[src/hsv_cv_pkg.sv]
// ----------------------------------------------------------------------------
// HSV to RGB converter package
// Word types, sextant codes, fixed-point constants and the divide-by-255
// helper shared by the converter pipeline.
// ----------------------------------------------------------------------------
package hsv_cv_pkg;

	// Input word: hue in degrees, saturation and value in percent
	typedef struct packed {
		logic [15:0] hue;
		logic [6:0]  saturation;
		logic [6:0]  brightness_value;
	} hsv_word_t;

	// Output word: 8-bit colour channels
	typedef struct packed {
		logic [7:0] red;
		logic [7:0] green;
		logic [7:0] blue;
	} rgb_word_t;

	// Hue sextant, named after the colour at its start
	typedef enum logic [2:0] {
		SEXT_RED     = 3'd0,
		SEXT_YELLOW  = 3'd1,
		SEXT_GREEN   = 3'd2,
		SEXT_CYAN    = 3'd3,
		SEXT_BLUE    = 3'd4,
		SEXT_MAGENTA = 3'd5
	} sextant_t;

	localparam logic [8:0]  HUE_FULL    = 9'd360;
	localparam logic [8:0]  HUE_SEXTANT = 9'd60;
	localparam logic [7:0]  CHAN_MAX    = 8'd255;
	localparam logic [6:0]  PCT_MAX     = 7'd100;

	// floor(h / 360) = (h * HUE_RECIP) >> 24, exact for any 16-bit h
	localparam logic [15:0] HUE_RECIP   = 16'd46604;
	// floor(c * 255 / 100) = (c * PCT_RECIP) >> 19, exact for c up to 100
	localparam logic [20:0] PCT_RECIP   = 21'd1336965;

	// Front half of the pipeline hands this to the term stages
	typedef struct packed {
		sextant_t    region;
		logic [7:0]  frac;
		logic [7:0]  sat;
		logic [7:0]  val;
		logic [15:0] p_prod;
	} hsv_cv_mid_t;

	// Truncating division by 255, exact for x up to 65279
	function automatic logic [7:0] div255(input logic [15:0] x);
		logic [15:0] sum;
		sum = x + 16'd1 + {8'd0, x[15:8]};
		return sum[15:8];
	endfunction

endpackage

[src/hsv_to_rgb_converter_core.sv]
// ----------------------------------------------------------------------------
// HSV to RGB converter core
// Integer HSV to 8-bit RGB conversion in a six-stage pipeline.
// ----------------------------------------------------------------------------
// The core takes one HSV word per clock while hsv_stall is low and returns
// the matching RGB word. The first five register stages hold the multiplies
// (hue and percent reciprocals, hue wrap, p product, saturation terms, value
// scaling), each with at most a short add after it, and the last stage is
// the output register. A stall on the rgb side holds the full stages in place
// while empty stages still fill; hsv_stall rises only when every stage is full
// and the output word is not taken. Hue may take any 16-bit value and is
// reduced modulo 360; saturation and value above 100 are treated as 100.
module hsv_to_rgb_converter_core
	import hsv_cv_pkg::*;
(
	input  logic      clk,
	input  logic      arst_n,
	input  logic      hsv_valid,
	output logic      hsv_stall,
	input  hsv_word_t hsv,
	output logic      rgb_valid,
	input  logic      rgb_stall,
	output rgb_word_t rgb
);

	logic        mid_valid;
	logic        mid_stall;
	hsv_cv_mid_t mid_word;

	// Hue reduction, scaling and sextant selection
	hsv_cv_front u_front (
		.clk       (clk),
		.arst_n    (arst_n),
		.in_valid  (hsv_valid),
		.in_stall  (hsv_stall),
		.in_word   (hsv),
		.out_valid (mid_valid),
		.out_stall (mid_stall),
		.out_word  (mid_word)
	);

	// Term formation and channel routing
	hsv_cv_terms u_terms (
		.clk       (clk),
		.arst_n    (arst_n),
		.in_valid  (mid_valid),
		.in_stall  (mid_stall),
		.in_word   (mid_word),
		.out_valid (rgb_valid),
		.out_stall (rgb_stall),
		.out_word  (rgb)
	);

endmodule

[src/hsv_cv_front.sv]
// ----------------------------------------------------------------------------
// HSV converter front stages
// Reduces the hue modulo 360, scales saturation and value to 0..255, picks
// the sextant and in-sextant fraction, and forms the p product.
// ----------------------------------------------------------------------------
module hsv_cv_front
	import hsv_cv_pkg::*;
(
	input  logic        clk,
	input  logic        arst_n,
	input  logic        in_valid,
	output logic        in_stall,
	input  hsv_word_t   in_word,
	output logic        out_valid,
	input  logic        out_stall,
	output hsv_cv_mid_t out_word
);

	logic        adv_1, adv_2, adv_3;
	logic        valid_s1, valid_s2, valid_s3;

	logic [15:0] hue_s1;
	logic [7:0]  hquo_s1;
	logic [7:0]  sat_s1, val_s1;

	logic [8:0]  hmod_s2;
	logic [7:0]  sat_s2, val_s2;

	hsv_cv_mid_t mid_s3;

	logic [6:0]  sat_clamp, val_clamp;
	logic [31:0] hue_prod;
	logic [26:0] sat_prod, val_prod;
	logic [15:0] hue_wrap;
	logic [8:0]  hue_base, hue_rem;
	sextant_t    region;
	logic [9:0]  rem_x17;

	// Advance a stage when it is empty or its word moves on
	always_comb begin
		adv_3    = !valid_s3 || !out_stall;
		adv_2    = !valid_s2 || adv_3;
		adv_1    = !valid_s1 || adv_2;
		in_stall = !adv_1;
	end

	// Stage 1: clamp percentages, reciprocal multiplies
	always_comb begin
		sat_clamp = (in_word.saturation > PCT_MAX) ? PCT_MAX : in_word.saturation;
		val_clamp = (in_word.brightness_value > PCT_MAX) ? PCT_MAX
			: in_word.brightness_value;
		hue_prod  = 32'(in_word.hue) * 32'(HUE_RECIP);
		sat_prod  = 27'(sat_clamp) * 27'(PCT_RECIP);
		val_prod  = 27'(val_clamp) * 27'(PCT_RECIP);
	end

	always_ff @(posedge clk or negedge arst_n) begin
		if (!arst_n) begin
			valid_s1 <= 1'b0;
		end else if (adv_1) begin
			valid_s1 <= in_valid;
		end
	end

	always_ff @(posedge clk) begin
		if (adv_1 && in_valid) begin
			hue_s1  <= in_word.hue;
			hquo_s1 <= hue_prod[31:24];
			sat_s1  <= sat_prod[26:19];
			val_s1  <= val_prod[26:19];
		end
	end

	// Stage 2: remove whole turns from the hue
	always_comb begin
		hue_wrap = 16'(hquo_s1) * 16'(HUE_FULL);
	end

	always_ff @(posedge clk or negedge arst_n) begin
		if (!arst_n) begin
			valid_s2 <= 1'b0;
		end else if (adv_2) begin
			valid_s2 <= valid_s1;
		end
	end

	always_ff @(posedge clk) begin
		if (adv_2 && valid_s1) begin
			hmod_s2 <= 9'(hue_s1 - hue_wrap);
			sat_s2  <= sat_s1;
			val_s2  <= val_s1;
		end
	end

	// Stage 3: sextant by comparison, fraction as rem * 17 / 4, p product
	always_comb begin
		if (hmod_s2 >= 5 * HUE_SEXTANT) begin
			region   = SEXT_MAGENTA;
			hue_base = 9'(5 * HUE_SEXTANT);
		end else if (hmod_s2 >= 4 * HUE_SEXTANT) begin
			region   = SEXT_BLUE;
			hue_base = 9'(4 * HUE_SEXTANT);
		end else if (hmod_s2 >= 3 * HUE_SEXTANT) begin
			region   = SEXT_CYAN;
			hue_base = 9'(3 * HUE_SEXTANT);
		end else if (hmod_s2 >= 2 * HUE_SEXTANT) begin
			region   = SEXT_GREEN;
			hue_base = 9'(2 * HUE_SEXTANT);
		end else if (hmod_s2 >= HUE_SEXTANT) begin
			region   = SEXT_YELLOW;
			hue_base = HUE_SEXTANT;
		end else begin
			region   = SEXT_RED;
			hue_base = 9'd0;
		end
		hue_rem = hmod_s2 - hue_base;
		rem_x17 = {hue_rem[5:0], 4'd0} + {4'd0, hue_rem[5:0]};
	end

	always_ff @(posedge clk or negedge arst_n) begin
		if (!arst_n) begin
			valid_s3 <= 1'b0;
		end else if (adv_3) begin
			valid_s3 <= valid_s2;
		end
	end

	always_ff @(posedge clk) begin
		if (adv_3 && valid_s2) begin
			mid_s3.region <= region;
			mid_s3.frac   <= rem_x17[9:2];
			mid_s3.sat    <= sat_s2;
			mid_s3.val    <= val_s2;
			mid_s3.p_prod <= 16'(val_s2) * 16'(CHAN_MAX - sat_s2);
		end
	end

	assign out_valid = valid_s3;
	assign out_word  = mid_s3;

endmodule

[src/hsv_cv_terms.sv]
// ----------------------------------------------------------------------------
// HSV converter term stages
// Forms the p, q and t terms with truncating division by 255 and routes
// them to the colour channels by sextant. The last stage is the output
// register.
// ----------------------------------------------------------------------------
module hsv_cv_terms
	import hsv_cv_pkg::*;
(
	input  logic        clk,
	input  logic        arst_n,
	input  logic        in_valid,
	output logic        in_stall,
	input  hsv_cv_mid_t in_word,
	output logic        out_valid,
	input  logic        out_stall,
	output rgb_word_t   out_word
);

	logic        adv_4, adv_5, adv_6;
	logic        valid_s4, valid_s5, valid_s6;

	sextant_t    region_s4, region_s5;
	logic [7:0]  val_s4, val_s5;
	logic [7:0]  p_s4, p_s5;
	logic [15:0] sf_s4, sg_s4;
	logic [15:0] qm_s5, tm_s5;

	rgb_word_t   rgb_s6;
	rgb_word_t   rgb_next;
	logic [7:0]  q_term, t_term;

	// Advance a stage when it is empty or its word moves on
	always_comb begin
		adv_6    = !valid_s6 || !out_stall;
		adv_5    = !valid_s5 || adv_6;
		adv_4    = !valid_s4 || adv_5;
		in_stall = !adv_4;
	end

	// Stage 4: saturation times fraction and its complement, finish p
	always_ff @(posedge clk or negedge arst_n) begin
		if (!arst_n) begin
			valid_s4 <= 1'b0;
		end else if (adv_4) begin
			valid_s4 <= in_valid;
		end
	end

	always_ff @(posedge clk) begin
		if (adv_4 && in_valid) begin
			region_s4 <= in_word.region;
			val_s4    <= in_word.val;
			p_s4      <= div255(in_word.p_prod);
			sf_s4     <= 16'(in_word.sat) * 16'(in_word.frac);
			sg_s4     <= 16'(in_word.sat) * 16'(CHAN_MAX - in_word.frac);
		end
	end

	// Stage 5: scale the q and t attenuations by value
	always_ff @(posedge clk or negedge arst_n) begin
		if (!arst_n) begin
			valid_s5 <= 1'b0;
		end else if (adv_5) begin
			valid_s5 <= valid_s4;
		end
	end

	always_ff @(posedge clk) begin
		if (adv_5 && valid_s4) begin
			region_s5 <= region_s4;
			val_s5    <= val_s4;
			p_s5      <= p_s4;
			qm_s5     <= 16'(val_s4) * 16'(CHAN_MAX - div255(sf_s4));
			tm_s5     <= 16'(val_s4) * 16'(CHAN_MAX - div255(sg_s4));
		end
	end

	// Stage 6: finish q and t, route by sextant. A zero saturation makes
	// p, q and t all equal the value, so grey needs no special path.
	always_comb begin
		q_term = div255(qm_s5);
		t_term = div255(tm_s5);
		unique case (region_s5)
			SEXT_RED:    rgb_next = '{red: val_s5, green: t_term, blue: p_s5};
			SEXT_YELLOW: rgb_next = '{red: q_term, green: val_s5, blue: p_s5};
			SEXT_GREEN:  rgb_next = '{red: p_s5,   green: val_s5, blue: t_term};
			SEXT_CYAN:   rgb_next = '{red: p_s5,   green: q_term, blue: val_s5};
			SEXT_BLUE:   rgb_next = '{red: t_term, green: p_s5,   blue: val_s5};
			default:     rgb_next = '{red: val_s5, green: p_s5,   blue: q_term};
		endcase
	end

	always_ff @(posedge clk or negedge arst_n) begin
		if (!arst_n) begin
			valid_s6 <= 1'b0;
		end else if (adv_6) begin
			valid_s6 <= valid_s5;
		end
	end

	always_ff @(posedge clk) begin
		if (adv_6 && valid_s5) begin
			rgb_s6 <= rgb_next;
		end
	end

	assign out_valid = valid_s6;
	assign out_word  = rgb_s6;

endmodule

[config.mk]
export PLATFORM = sky130hd
export DESIGN_NAME = hsv_to_rgb_converter_core
export DESIGN_NICKNAME = d
export VERILOG_FILES = /design/src/hsv_cv_pkg.sv /design/src/hsv_to_rgb_converter_core.sv /design/src/hsv_cv_front.sv /design/src/hsv_cv_terms.sv
export SDC_FILE = /design/constraint.sdc
export NUM_CORES = 1
export LEC_CHECK = 0
export ABC_AREA = 0
export BUFFER_PORTS_ARGS = -buffer_cell sky130_fd_sc_hd__buf_2
export CAP_MARGIN = 20
export CORE_AREA = 2 2 247 249
export CTS_CLUSTER_DIAMETER = 100
export CTS_CLUSTER_SIZE = 40
export DETAILED_ROUTE_END_ITERATION = 8
export DIE_AREA = 0 0 249 251
export PLACE_DENSITY = 0.67
export SLEW_MARGIN = 10
export SYNTH_ARGS = -nofsm -noshare
export SYNTH_HDL_FRONTEND = slang
export SYNTH_SLANG_ARGS = --single-unit
[constraint.sdc]
create_clock -name clk -period 6.68 [get_ports clk]
set_input_delay 0.334 -clock clk [delete_from_list [all_inputs] [get_ports clk]]
set_output_delay 0.334 -clock clk [all_outputs]
set_load 0.05 [all_outputs]
==> results.cfg <==
[outcome]
violations = design-rule violations
outcome = finished, violations left

[worst_setup_path]
required_ns = 6.95
crit_top_cell = fa_1
rr_startpoint = u_terms.sg_s4[9]
reg2reg_slack_ns = 0.64
crit_chain = ha_1 > o21a_1 > o21ai_0 > a21oi_1 > o31a_1 > nand2_1 > xor2_1 > nand2_1 > fa_1 > fa_1 > inv_1 > fa_1 > inv_1 > fa_1 > inv_1 > ha_1 > a21boi_1 > o41a_1 > a41o_1 > o41ai_2 > xnor2_1
startpoint_type = flop
cp_max_fo = 8
arrival_ns = 6.31
slowest_delay_ns = 0.52
endpoint_kind = flop
crit_slowest_cell = fa_1
path_class = flop to flop
reg2reg_to = u_terms.tm_s5[15]
reg2regPathDepth = 21

[place]
io_buffer_count = 59
dpl.cell_count = 3362
place_congestion = 0.856
dpl.hpwl_mm = 41.7
dpl_cell_area_um2 = 27800

[routing]
wl_met2_mm = 26.4
drc = 1
routedWlPerCell_um = 15.1
detail-route-antenna-nets = 0
routed_wl_mm = 51.2
dr_wl_met3_mm = 1.30
wl_met1_mm = 22.5
first_iter_violations = 789
drt_pass1_iterations = 7
vias_per_cell = 5.23
num_vias = 17700
top_layer = met4

[floorplanning]
rows = 90
dieArea_um2 = 62500
die_y_um = 251
io_pins = 60
core_area_um2 = 59800
start_util_pct = 44.6
die_w_um = 249

[clocking]
max-clock-path-buffers = 3
cts_made_buffers = 13
cts_tree = built
post-cts-setup-buffer-count = 0
cts_hold_buf = 1
cts.sinks = 231
insertion_delay_ns = 0.51
htreeDepth = 1
cts_resized = 0
root_buffer = clkbuf_16
clkTransAtPathRegs_ns = 0.12

[sta]
finClkSkew_ns = 0.0541
slew_viol_final = 0
fin_crit_ns = 6.04
rsz0062_at_grt = no
slew_headroom_pct = 42.9
worst_pin_slew_ns = 0.853
timing.final.crit_share_pct = 90.4
hold_viol_final = 0
setup_violations = 0
finalSetupTns_ns = 0
clock.fmax_mhz = 166

[final_layout]
post-route-util_pct = 47.4
fillers = 5415
postLayoutCellArea_um2 = 28400
drive_gt1_share_pct = 4.84
nNetsFinal = 3339
fin_cells = 3385
synthToLayoutAreaGrowth_pct = 6.32
diodes = 0

[global_routing]
grt_max_degree = 52
grt_pass1_wl_mm = 88.8
grt_pass1_vias = 19100
overflow = 0
antenna_found_initial = 1
grt_util_all_layers_pct = 16.9

[yosys]
synth_compound_area_share_pct = 8.26
synth_xor_area_share_pct = 4.47
netlist_instances = 2560
synth_top_family_by_area = adder cells
yosysTopAreaCell = edfxtp_1
synth_top_area_share_pct = 25.3
synth.cell_area_um2 = 26700
ys_ff_latch = 231
synthArstFlopShare_pct = 2.60
synth_cell_types = 76
syn_avg_cell_area_um2 = 10.4
syn_nets = 3302
yosys_warnings = 0
ys.flop_type = edfxtp_1
synth_area_leaders = edfxtp_1, ha_1, fa_1, inv_1, and2_1
synth_fa_ha_area_share_pct = 40.6
synth-edff-count = 225
synthMuxAreaShare_pct = 0.319
synth-seq-area-share_pct = 25.9
synthSimpleGateAreaFrac_pct = 13.3

[hold_path]
hold_path_class = input pin to flop
min_to = u_front.valid_s1
hold_start = hsv_valid
hold_path_depth = 2

[flow_run]
drv_cap = 0
metal layers:
layer / vias to the layer above / GRT usage [%]
met5: - / 0
met3: 61 / 1.33
met4: 0 / 3.86
li1: 8620 / -
met2: 266 / 32.0
met1: 8761 / 20.8
layout by cell type (no fill, tap or decap), drive strengths merged, types with 24 or more instances in the layout:
cell type,count
o21a,24
a21oi,77
xor2,40
o21ai,56
buf,70
nand2,109
nand2b,71
nor2,99
edfxtp,225
ha,446
and2,148
inv,456
o211ai,30
nand3,39
nor2b,103
nor3,37
fa,262
xnor2,96
kinds of logic (layout without fill, tap and decap cells):
kind of cell               count (synthesis)  in the layout
adders and majority gates                709            709
and+or+nand+nor                          664            664
buffers and inverters                    501            544
AOI/OAI and AO/OA                        311            311
DFF                                      231            231
xor gates and xnor gates                 136            136
muxes                                      8              8
cell type report:
type	instances	area [um2]	share of cell area, %
Sequential cell	231	6910	24.4
Clock buffer	13	325	1.15
Inverter	452	1700	5.98
Clock inverter	8	163	0.574
Tap cell	782	978	3.45
Timing Repair Buffer	71	395	1.39
Multi-Input combinational cell	1828	17900	63.1
registers in the layout, summed over array words and instances (netlist names), 3 cells and up:
| signal | count |
|---|---|
| u_front.out_word | 43 |
| u_terms.out_word | 24 |
| u_terms.qm_s5 | 16 |
| u_terms.sf_s4 | 16 |
| u_terms.sg_s4 | 16 |
| u_terms.tm_s5 | 16 |
| u_front.hmod_s2 | 9 |
| u_front.hue_s1 | 9 |
| u_front.sat_s1 | 8 |
| u_front.sat_s2 | 8 |
| u_front.val_s1 | 8 |
| u_front.val_s2 | 8 |
| u_terms.p_s4 | 8 |
| u_terms.p_s5 | 8 |
| u_terms.val_s4 | 8 |
| u_terms.val_s5 | 8 |
| u_front.hquo_s1 | 6 |
| u_terms.region_s4 | 3 |
| u_terms.region_s5 | 3 |
metrics by stage:
step | hold slack, ns | worst slack (ns)
2_1_floorplan | 0.0384 | 1.02
4_1_cts | 0.0338 | 0.652
5_1_grt | 0.0547 | 0.220
3_5_place_dp | 0.167 | 0.663
6_report | 0.0570 | 0.639
3_3_place_gp | 0.157 | 0.736
Yosys cell counts (all sizes together), types with 7 or more instances:
cell,n
nand4,15
nor2b,103
nand2,109
nor2,99
a211oi,11
o21a,24
and2,148
a21o,17
a21oi,77
o211ai,30
edfxtp,225
clkbuf,47
nand2b,71
or3,11
nor3,37
and3,12
a31oi,7
o41ai,14
o21ai,56
fa,262
inv,452
nand3,39
ha,446
xor2,40
or2,7
xnor2,96
worst max-delay path: cells and delay by family (launching register included):
family          cells  cell delay (ns)
fa+ha+maj           6             2.59
compound gates      8             1.78
xor+xnor            2             0.53
flops               1             0.51
simple gates        2             0.28
buf+inv             3             0.13
how the worst max path moves through the flow:
stage | slack (ns) | end | depth (start not counted) | start
after detailed placement | 0.66 | u_terms.tm_s5[15] | 21 | u_terms.sg_s4[9]
after CTS | 0.65 | u_terms.tm_s5[15] | 21 | u_terms.sg_s4[9]
final | 0.64 | u_terms.tm_s5[15] | 21 | u_terms.sg_s4[9]
after global placement | 0.74 | u_terms.tm_s5[15] | 21 | u_terms.sg_s4[9]
after global routing | 0.22 | u_terms.qm_s5[13] | 22 | u_terms.sf_s4[9]
after floorplan | 1.02 | u_terms.tm_s5[15] | 23 | u_terms.sg_s4[9]
Power is not shown: default switching activity piles up to over one toggle a cycle in this logic, so the estimate is an artifact.
